$ cat config.mk
export PLATFORM = sky130hd
export DESIGN_NAME = daily_temperature_slot_logger
export DESIGN_NICKNAME = d
export VERILOG_FILES = /design/src/design/dtsl_pkg.sv /design/src/design/daily_temperature_slot_logger.sv /design/src/design/dtsl_slot_calc.sv /design/src/design/dtsl_store.sv
export SDC_FILE = /design/constraint.sdc
export NUM_CORES = 2
export LEC_CHECK = 0
export BUFFER_PORTS_ARGS = -buffer_cell sky130_fd_sc_hd__buf_2
export CELL_PAD_IN_SITES_DETAIL_PLACEMENT = 1
export CELL_PAD_IN_SITES_GLOBAL_PLACEMENT = 2
export CORE_MARGIN = 2
export CORE_UTILIZATION = 45
export DETAILED_ROUTE_END_ITERATION = 16
export GPL_ROUTABILITY_DRIVEN = 0
export PLACE_DENSITY = 0.75
export SLEW_MARGIN = 0
export SYNTH_ARGS = -nofsm -noshare
export SYNTH_HDL_FRONTEND = slang
export SYNTH_HIERARCHICAL = 1
export SYNTH_SLANG_ARGS = --single-unit
export TNS_END_PERCENT = 30
$ cat constraint.sdc
create_clock -name clk -period 6.61 [get_ports clk]
set_clock_uncertainty 0.05 [all_clocks]
set_input_delay 1.322 -clock clk [delete_from_list [all_inputs] [get_ports clk]]
set_output_delay 1.322 -clock clk [all_outputs]
set_load 0.1 [all_outputs]
$ cat src/design/dtsl_pkg.sv
// ----------------------------------------------------------------------------
// dtsl_pkg
// Shared constants for the daily temperature slot logger: data and slot
// widths, temperature codes, report selector codes and the divide-by-six
// reciprocal.
// ----------------------------------------------------------------------------
package dtsl_pkg;

	localparam int DATA_W = 8;
	localparam int HOUR_W = 5;
	localparam int MIN_W  = 6;
	localparam int SEL_W  = 2;
	localparam int CD_W   = 3;

	// slot from raw clock fields reaches 320, so it needs nine bits
	localparam int SLOT_W = 9;
	// hour*60+minute from raw fields reaches 1923
	localparam int TOD_W  = 11;

	// floor(x/6) == (x*RECIP) >> RECIP_SH for x below 2**17
	localparam int RECIP_W  = 16;
	localparam int RECIP_SH = 18;
	localparam int PROD_W   = TOD_W + RECIP_W;
	localparam logic [RECIP_W-1:0] RECIP = 16'hAAAB;

	localparam logic [DATA_W-1:0] TEMP_ERASED = 8'hFF;
	localparam logic [DATA_W-1:0] TEMP_ZERO_C = 8'(32 << 1);
	localparam logic [DATA_W-1:0] TEMP_FLOOR  = 8'h00;

	localparam logic [SEL_W-1:0] SEL_CURRENT = 2'd0;
	localparam logic [SEL_W-1:0] SEL_MIN     = 2'd1;
	localparam logic [SEL_W-1:0] SEL_MAX     = 2'd2;

endpackage

$ cat src/design/daily_temperature_slot_logger.sv
// ----------------------------------------------------------------------------
// daily_temperature_slot_logger
// Order: a current-value report passes S_SLOT, S_UPD, S_DONE to the result
//   word; a min/max report adds S_SCAN to last = min(slot, SLOT_COUNT-1),
//   reading the day store one entry per cycle through its read port.
// Throughput: one word at a time; next word taken once the result is loaded.
// Reset: countdown 1, last saved slot 0, current 0 C, day store all erased.
// ----------------------------------------------------------------------------
module daily_temperature_slot_logger #(
	parameter int SLOT_COUNT  = 240,
	parameter int POLL_PERIOD = 7
) (
	input  logic                          clk,
	input  logic                          arst_n,
	input  logic                          in_valid,
	output logic                          in_stall,
	input  logic [dtsl_pkg::HOUR_W-1:0]   hour,
	input  logic [dtsl_pkg::MIN_W-1:0]    minute,
	input  logic                          sensor_ready,
	input  logic [dtsl_pkg::DATA_W-1:0]   sensor_temp,
	input  logic [dtsl_pkg::SEL_W-1:0]    report_select,
	output logic                          out_valid,
	input  logic                          out_stall,
	output logic [dtsl_pkg::DATA_W-1:0]   reported_temp
);

	localparam int ADDR_W = (SLOT_COUNT > 1) ? $clog2(SLOT_COUNT) : 1;

	localparam logic [2:0] S_IDLE = 3'd0;
	localparam logic [2:0] S_SLOT = 3'd1;
	localparam logic [2:0] S_UPD  = 3'd2;
	localparam logic [2:0] S_SCAN = 3'd3;
	localparam logic [2:0] S_DONE = 3'd4;

	logic [2:0]                    state_q;

	logic [dtsl_pkg::HOUR_W-1:0]   hour_q;
	logic [dtsl_pkg::MIN_W-1:0]    minute_q;
	logic                          ready_q;
	logic [dtsl_pkg::DATA_W-1:0]   sample_q;
	logic [dtsl_pkg::SEL_W-1:0]    sel_q;

	logic [dtsl_pkg::CD_W-1:0]     countdown_q;
	logic [ADDR_W-1:0]             last_saved_q;
	logic [dtsl_pkg::DATA_W-1:0]   current_q;

	logic [dtsl_pkg::SLOT_W-1:0]   slot_s1;
	logic [ADDR_W-1:0]             scan_last_q;
	logic [ADDR_W-1:0]             issue_idx_q;
	logic                          issue_done_q;
	logic                          rd_pend_q;
	logic [dtsl_pkg::DATA_W-1:0]   lo_q;
	logic [dtsl_pkg::DATA_W-1:0]   hi_q;

	logic [dtsl_pkg::DATA_W-1:0]   out_data_q;
	logic                          out_valid_q;

	logic                          accept;
	logic [dtsl_pkg::CD_W-1:0]     cd_dec;
	logic                          poll;
	logic                          slot_in_range;
	logic                          wr_en;
	logic                          rd_en;
	logic [dtsl_pkg::DATA_W-1:0]   rd_data;
	logic [dtsl_pkg::DATA_W-1:0]   result;
	logic                          out_free;
	logic                          want_scan;

	dtsl_slot_calc u_slot (
		.clk     (clk),
		.hour    (hour_q),
		.minute  (minute_q),
		.slot_s1 (slot_s1)
	);

	dtsl_store #(
		.DEPTH  (SLOT_COUNT),
		.ADDR_W (ADDR_W)
	) u_store (
		.clk     (clk),
		.arst_n  (arst_n),
		.wr_en   (wr_en),
		.wr_addr (slot_s1[ADDR_W-1:0]),
		.wr_data (sample_q),
		.rd_en   (rd_en),
		.rd_addr (issue_idx_q),
		.rd_data (rd_data)
	);

	assign in_stall  = (state_q != S_IDLE);
	assign accept    = in_valid && !in_stall;
	assign out_valid = out_valid_q;
	assign reported_temp = out_data_q;
	assign out_free  = !out_valid_q || !out_stall;

	assign cd_dec        = countdown_q - dtsl_pkg::CD_W'(1);
	assign poll          = (cd_dec == '0);
	assign slot_in_range = (slot_s1 < dtsl_pkg::SLOT_W'(SLOT_COUNT));
	assign wr_en = (state_q == S_UPD) && poll && ready_q && slot_in_range
		&& (slot_s1 != dtsl_pkg::SLOT_W'(last_saved_q));
	assign rd_en = (state_q == S_SCAN) && !issue_done_q;
	assign want_scan = (sel_q == dtsl_pkg::SEL_MIN) || (sel_q == dtsl_pkg::SEL_MAX);

	always_comb begin
		priority if (sel_q == dtsl_pkg::SEL_MIN) begin
			result = lo_q;
		end else if (sel_q == dtsl_pkg::SEL_MAX) begin
			result = hi_q;
		end else begin
			result = current_q;
		end
	end

	// input word capture, scan end index and output data register
	always_ff @(posedge clk) begin
		if (accept) begin
			hour_q   <= hour;
			minute_q <= minute;
			ready_q  <= sensor_ready;
			sample_q <= sensor_temp;
			sel_q    <= report_select;
		end
		if (state_q == S_UPD) begin
			scan_last_q <= slot_in_range ? slot_s1[ADDR_W-1:0] : ADDR_W'(SLOT_COUNT - 1);
		end
		if (state_q == S_DONE && out_free) begin
			out_data_q <= result;
		end
	end

	always_ff @(posedge clk or negedge arst_n) begin
		if (!arst_n) begin
			state_q      <= S_IDLE;
			countdown_q  <= dtsl_pkg::CD_W'(1);
			last_saved_q <= '0;
			current_q    <= dtsl_pkg::TEMP_ZERO_C;
			issue_idx_q  <= '0;
			issue_done_q <= 1'b0;
			rd_pend_q    <= 1'b0;
			lo_q         <= dtsl_pkg::TEMP_ERASED;
			hi_q         <= dtsl_pkg::TEMP_FLOOR;
			out_valid_q  <= 1'b0;
		end else begin
			if (state_q == S_DONE && out_free) begin
				out_valid_q <= 1'b1;
			end else if (out_valid_q && !out_stall) begin
				out_valid_q <= 1'b0;
			end
			unique case (state_q)
				S_IDLE: begin
					if (accept) begin
						state_q <= S_SLOT;
					end
				end
				S_SLOT: begin
					state_q <= S_UPD;
				end
				S_UPD: begin
					if (poll) begin
						if (ready_q) begin
							countdown_q <= dtsl_pkg::CD_W'(1);
							current_q   <= sample_q;
						end else begin
							countdown_q <= dtsl_pkg::CD_W'(POLL_PERIOD);
						end
					end else begin
						countdown_q <= cd_dec;
					end
					if (wr_en) begin
						last_saved_q <= slot_s1[ADDR_W-1:0];
					end
					issue_idx_q  <= '0;
					issue_done_q <= 1'b0;
					rd_pend_q    <= 1'b0;
					lo_q         <= dtsl_pkg::TEMP_ERASED;
					hi_q         <= dtsl_pkg::TEMP_FLOOR;
					state_q      <= want_scan ? S_SCAN : S_DONE;
				end
				S_SCAN: begin
					rd_pend_q <= rd_en;
					// fold the entry read last cycle
					if (rd_pend_q) begin
						if (rd_data < lo_q) begin
							lo_q <= rd_data;
						end
						if (rd_data > hi_q) begin
							hi_q <= rd_data;
						end
					end
					if (rd_en) begin
						if (issue_idx_q == scan_last_q) begin
							issue_done_q <= 1'b1;
						end else begin
							issue_idx_q <= issue_idx_q + ADDR_W'(1);
						end
					end
					if (issue_done_q && !rd_pend_q) begin
						state_q <= S_DONE;
					end
				end
				S_DONE: begin
					// hold until the output register is free
					if (out_free) begin
						state_q <= S_IDLE;
					end
				end
				default: begin
					state_q <= S_IDLE;
				end
			endcase
		end
	end

endmodule

$ cat src/design/dtsl_slot_calc.sv
// ----------------------------------------------------------------------------
// dtsl_slot_calc
// Turns hour and minute into a six-minute slot number: minute of day times
// a fixed reciprocal of six, result registered.
// ----------------------------------------------------------------------------
module dtsl_slot_calc (
	input  logic                          clk,
	input  logic [dtsl_pkg::HOUR_W-1:0]   hour,
	input  logic [dtsl_pkg::MIN_W-1:0]    minute,
	output logic [dtsl_pkg::SLOT_W-1:0]   slot_s1
);

	logic [dtsl_pkg::TOD_W-1:0]  tod;
	logic [dtsl_pkg::PROD_W-1:0] prod;

	// hour*60 as hour*64 - hour*4
	assign tod = ({hour, 6'b0} - {4'b0, hour, 2'b0}) + {5'b0, minute};
	assign prod = dtsl_pkg::PROD_W'(tod) * dtsl_pkg::PROD_W'(dtsl_pkg::RECIP);

	always_ff @(posedge clk) begin
		slot_s1 <= prod[dtsl_pkg::RECIP_SH +: dtsl_pkg::SLOT_W];
	end

endmodule

$ cat src/design/dtsl_store.sv
// ----------------------------------------------------------------------------
// dtsl_store
// Day store: one synchronous memory of temperature codes, one write and one
// read port, read data registered. Per-entry valid bits make unwritten
// entries read as erased right after reset.
// ----------------------------------------------------------------------------
module dtsl_store #(
	parameter int DEPTH  = 240,
	parameter int ADDR_W = 8
) (
	input  logic                        clk,
	input  logic                        arst_n,
	input  logic                        wr_en,
	input  logic [ADDR_W-1:0]           wr_addr,
	input  logic [dtsl_pkg::DATA_W-1:0] wr_data,
	input  logic                        rd_en,
	input  logic [ADDR_W-1:0]           rd_addr,
	output logic [dtsl_pkg::DATA_W-1:0] rd_data
);

	logic [dtsl_pkg::DATA_W-1:0] mem [DEPTH];
	logic [DEPTH-1:0]            valid_q;
	logic [dtsl_pkg::DATA_W-1:0] rd_data_q;
	logic                        rd_valid_q;

	always_ff @(posedge clk) begin
		if (wr_en) begin
			mem[wr_addr] <= wr_data;
		end
		if (rd_en) begin
			rd_data_q <= mem[rd_addr];
		end
	end

	always_ff @(posedge clk or negedge arst_n) begin
		if (!arst_n) begin
			valid_q    <= '0;
			rd_valid_q <= 1'b0;
		end else begin
			if (wr_en) begin
				valid_q[wr_addr] <= 1'b1;
			end
			if (rd_en) begin
				rd_valid_q <= valid_q[rd_addr];
			end
		end
	end

	assign rd_data = rd_valid_q ? rd_data_q : dtsl_pkg::TEMP_ERASED;

endmodule

After elaboration in Yosys (flattened, before gate mapping)
Memories as Yosys holds them, arrays and structs flattened. A register that Yosys moved wholly into a read port is not among the register bits.
Index checks and enable logic that the tools add are counted.
W data, S select, Z words.

operators by class
  add/sub/neg operators = 4
  multiply operators = 1
  magnitude comparators = 6
  eq/ne operators = 17
  mux-type cells = 31
  bitwise operators = 1
  reductions and logical operators = 29

operators with widths
  kind                      count
  $or A240 B240 Y240        1
  $mux W8                   9
  $pmux W8 S2               3
  $mul A11 B16 Y27 const B  1
  $lt A8 B9 Y1 const B      2
  $mux W3                   6
  $reduce_and A3 Y1         6
  $pmux W3 S5               1
  $add A11 B6 Y11           1
  $sub A11 B7 Y11           1
  $logic_and A1 B1 Y1       10
  $ne A2 B2 Y1 const B      5
  $lt A9 B8 Y1 const B      1
  $ne A9 B8 Y1              1
  $add A8 B1 Y8 const B     1
  $bmux W1 S8               1
  $demux W1 S8              1
  $eq A8 B8 Y1              1
  $ge A8 B1 Y1 const B      1
  $gt A8 B8 Y1              1
  $lt A8 B8 Y1              1
  $mux W1                   8
  $ne A2 B1 Y1 const B      4
  $eq A3 B2 Y1 const B      2
  12 further kinds          20

storage, ports and cells
  bits in registers = 337
  memory bits (writable) = 1920
  bits of input ports = 26
  output and inout bits = 10
  word-level logic and storage cells = 110
  memories kept = 1

memories
  memory       depth  width  read ports  clocked after memory_dff  wr ports  RTL line          source
  u_store.mem  240    8      1           1                         1         dtsl_store.sv:21  logic [dtsl_pkg::DATA_W-1:0] mem [DEPTH];

Depth between registers and ports, before layout
  depth after elaboration = 8
  gate-level depth with buffers = 27
  mapped depth without buffers = 27

Cells and area by module
The synthesis kept the hierarchy.

modules (own cells, without submodules)
  module                         instances  cells an instance  area each (sq um)  sequential area each (sq um)
  dtsl_store                     1          4062               84024.3            63926.3
  daily_temperature_slot_logger  1          339                4196.5             2379.8
  dtsl_slot_calc                 1          317                3030.4             180.2

Worst setup path before layout
Ideal clock, no wire load.

  path kind = register to register
  start = reg minute_q[1] (netlist name)
  end = reg u_slot/slot_s1[5] (netlist name)
  setup time = 72 ps
  arrival = 6245 ps
  data required time = 6488 ps
  setup slack = 243 ps
  stages on the path, launching flop included = 24
  buffers on the path = 0
  clock period less this slack = 6367 ps
  cells stage by stage = edfxtp_1 -> fa_1 -> o21a_1 -> o21ai_0 -> nand2b_1 -> a21o_1 -> a21o_1 -> or3_1 -> xnor2_1 -> fa_1 -> inv_1 -> fa_1 -> inv_1 -> fa_1 -> fa_1 -> inv_1 -> ha_1 -> a21oi_1 -> o221ai_1 -> a31oi_1 -> a31oi_4 -> or3_4 -> a21oi_2 -> xnor2_1

on the way
  word-level cells in the longest chain between the ends = 2

ends and longest elaborated chain
  what                       RTL line                              source
  from (decl)                daily_temperature_slot_logger.sv:38   logic [dtsl_pkg::MIN_W-1:0] minute_q;
  from (signal assigned)     daily_temperature_slot_logger.sv:118  minute_q <= minute;
  $add A11 B6 Y11            dtsl_slot_calc.sv:17                  assign tod = ({hour, 6'b0} - {4'b0, hour, 2'b0}) + {5'b0, minute};
  $mul A11 B16 Y27           dtsl_slot_calc.sv:18                  assign prod = dtsl_pkg::PROD_W'(tod) * dtsl_pkg::PROD_W'(dtsl_pkg::RECIP);
  net u_slot.prod (one bit)  dtsl_slot_calc.sv:14                  logic [dtsl_pkg::PROD_W-1:0] prod;
  to (signal assigned)       dtsl_slot_calc.sv:21                  slot_s1 <= prod[dtsl_pkg::RECIP_SH +: dtsl_pkg::SLOT_W];
  to (decl)                  dtsl_slot_calc.sv:10                  output logic [dtsl_pkg::SLOT_W-1:0] slot_s1

The timed path passes the listed nets, and every way through them passes these cells.
A chain may end at the register's enable or synchronous reset.

Worst setup path after layout
  start = reg hour_q[0] (netlist name)
  end = reg u_slot/slot_s1[7] (netlist name)

on the way
  word-level cells in the longest chain between the ends = 3

ends and longest elaborated chain
  what                       RTL line                              source
  from (decl)                daily_temperature_slot_logger.sv:37   logic [dtsl_pkg::HOUR_W-1:0] hour_q;
  from (signal assigned)     daily_temperature_slot_logger.sv:117  hour_q <= hour;
  $sub A11 B7 Y11            dtsl_slot_calc.sv:17
  $add A11 B6 Y11            dtsl_slot_calc.sv:17
  $mul A11 B16 Y27           dtsl_slot_calc.sv:18
  net u_slot.prod (one bit)  dtsl_slot_calc.sv:14

The timed path passes the listed nets, and every way through them passes these cells.

==> results.md <==
* Outcome: complete, no violations
* Dpl ws at -0.0793 ns
* Setup TNS at 0 ns
* Synth Cell Area at 91300 um^2
* Final setup fails at 0
* Placed instance count at 7326
* Worst Reg-to-Reg Cells at 25
* Critical Path End Type: flip-flop
* Initial drt markers at 5489
* Slew Limit Fails at 0
* Post-synth EDFFs at 1966
* TritonCTS clock tree: done
* Hold WC Path Type: input pin to async pin
* CP max FO at 4
* Finished Core Util at 50.9%
* Pin count of the biggest net entering global routing at 224
* Yosys warns at 6
* Hold Slack at 0.378 ns
* Synth cell types at 93
* FMAX at 155 MHz
* Nets at 5047
* Synth area leaders: edfxtp_1 (65%), mux4_2 (13%), dfrtp_1 (7.7%)
* DRC at 0
* HPWL after detailed placement at 155000 um
* Clk_lat worst skew at 0.88 ns
* Htree depth at 4
* Slowest CP cell: or4_1
* Seq/Total Area, Yosys at 72.9%
* Row count at 165
* Total track usage at 24.8%
* Worst EP required at 7.34 ns
* Vias in the first global route at 49684
* RSZ-0062 raised after global routing: yes
* Die Area at 206000 um^2
* Cell Area, Placed at 95000 um^2
* Hold Vio Cnt, Final at 0
* First-pass DRT Iterations at 5
* Longest Clk Path Bufs at 3
* CTS buffer count at 224
* Post-DR vias/cell at 6.15
* Post-Syn Nets at 4883
* Global-route wire length before repair at 367000 um
* Crit Path Class: flip-flop to flip-flop
* CTS root buf: clkbuf_16
* Initial core utilization at 45.2%
* Top cell type's share of synthesized area at 64.7%
* Routed wire length at 253000 um
* Async S/R FF share, synth at 12.8%
* Area of the multi-input gates at 23300 um^2
* Max VDD drop at 1040 uV
* Final WS setup at 0.168 ns
* Slew headroom at 10.1%
* Register area at 66500 um^2
* Post-CTS Hold Buffers at 0
* MaxCap Viol Count at 0
* DR WL/cell at 32.6 um
* Initial antenna violation count at 12
* Crit start category: flip-flop
* Clock transition at path regs at 0.06 ns
* Clock sinks at 2265
* DR vias at 47757
* Post-synth top flop: edfxtp_1
* Pleak at 35.0 nW
* IO Pins at 36
* Non-filler instance count after layout at 7760
* Max incr delay on CP at 0.53 ns
* Critical Path AT at 7.17 ns
* Design area at 103000 um^2
* Post-synth top area cell: edfxtp_1
* Core region area at 202000 um^2
* Share of layout cells above drive strength 1 at 27.8%
* Synthesis-stage register bit count at 2265
* Pwr Total at 47.8 mW
* Port Buffer Count at 35
* Mean Syn Cell Area at 19.3 um^2
* # fillers at 18073
* Most frequent cell after synthesis: edfxtp_1
* Top cells by count, synth: edfxtp_1 (1966), mux4_2 (544), nor2_1 (296)
* Post-route ant nets at 0
* Die Height at 454 um
* Final period util at 97.5%
* GRT Residual Overflow at 0
* Synthesis-to-finish area growth at 12.6%
* Minimum clock period at 6.44 ns
* Slew @ Worst Pin at 1.35 ns
* Syn Inst Count at 4718
* Power per Cell Area at 466 nW/um^2
* Die X at 454 um
* CP most frequent cell: ha_4
==> critical path: cells and delay by family (launching register included) <==
family	cells	cell delay [ns]
XOR/XNOR	2	0.33
AO/OA/AOI/OAI	8	1.41
adder cells (fa/ha/maj)	8	2.85
AND/OR/NAND/NOR	4	1.14
buffers and inverters	3	0.20
flip-flops	1	0.40
==> kinds of logic after synthesis <==
| kind of cell | Yosys count | share of synthesized area [%] |
|---|---|---|
| flops | 2265 | 72.9 |
| simple gates | 843 | 4.71 |
| mux | 676 | 14.9 |
| compound gates | 412 | 3.24 |
| buf+inv | 352 | 1.78 |
| fa+ha+maj | 139 | 2.21 |
| xor+xnor | 31 | 0.298 |
==> registers in the layout (all words and copies together) (netlist names), 5 cells and up <==
name	cells
u_store/valid_q	240
u_store/rd_data_q	8
issue_idx_q	8
scan_last_q	8
sample_q	8
minute_q	6
u_store/mem	1920
reported_temp	8
hour_q	5
hi_q	8
current_q	8
last_saved_q	8
lo_q	8
u_slot/slot_s1	9
==> layer usage <==
layer | vias up | share of wire [%] | global-route usage (%)
li1 | 19284 | - | -
met1 | 26176 | 42 | 35.8
met2 | 1923 | 48 | 38.9
met3 | 370 | 7.8 | 4.53
met4 | 4 | 2.6 | 6.82
met5 | - | 0.013 | 0
==> cell usage in the layout (no fill, tap or decap), drive strengths merged, types with 11 or more instances in the layout <==
cell type / count
a21oi: 79
inv: 118
xnor2: 24
nand2b: 26
mux2i: 110
a31oi: 11
dfrtp: 280
a22oi: 120
buf: 181
nor3: 32
clkbuf: 317
fa: 37
a221oi: 26
ha: 102
mux2: 22
nor2: 296
nand4: 23
o211ai: 13
nand3: 40
mux4: 544
or2: 247
nor2b: 23
edfxtp: 1966
o21ai: 55
bufinv: 26
nand2: 98
a211oi: 13
clkinv: 64
o22ai: 13
==> power breakdown <==
part / internal (mW) / switching [mW] / leakage [nW]
clock: 7.65 / 5.52 / 3.71
combinational: 7.69 / 10.0 / 9.59
sequential: 16.6 / 0.400 / 21.7
==> final timing paths <==
check                                     from                   end  slack [ns]
max in group asynchronous               arst_n   u_store/valid_q[10]        4.83
max reg2reg                          hour_q[0]     u_slot/slot_s1[7]        0.17
min in group clk           u_store/valid_q[42]   u_store/valid_q[42]        0.41
max                                  hour_q[0]     u_slot/slot_s1[7]        0.17
min                                     arst_n  u_store/valid_q[137]        0.38
min reg2reg                u_store/valid_q[42]   u_store/valid_q[42]        0.41
==> timing repair <==
item                       CTS  global route
buffers inserted             0             2
resized for setup            4            27
pin swaps                    1            28
setup endpoints to repair    4             9
==> layout make-up <==
| class | instances | area share, % |
|---|---|---|
| antenna | 8 | 0.0195 |
| clock buffer | 317 | 6.12 |
| clock inverter | 107 | 1.27 |
| tap | 2672 | 3.25 |
| timing repair buffer | 181 | 1.48 |
| inverter | 109 | 0.412 |
| sequential | 2265 | 64.7 |
| multi-input combinational | 2101 | 22.7 |
Power figures use the tool's default switching activity.
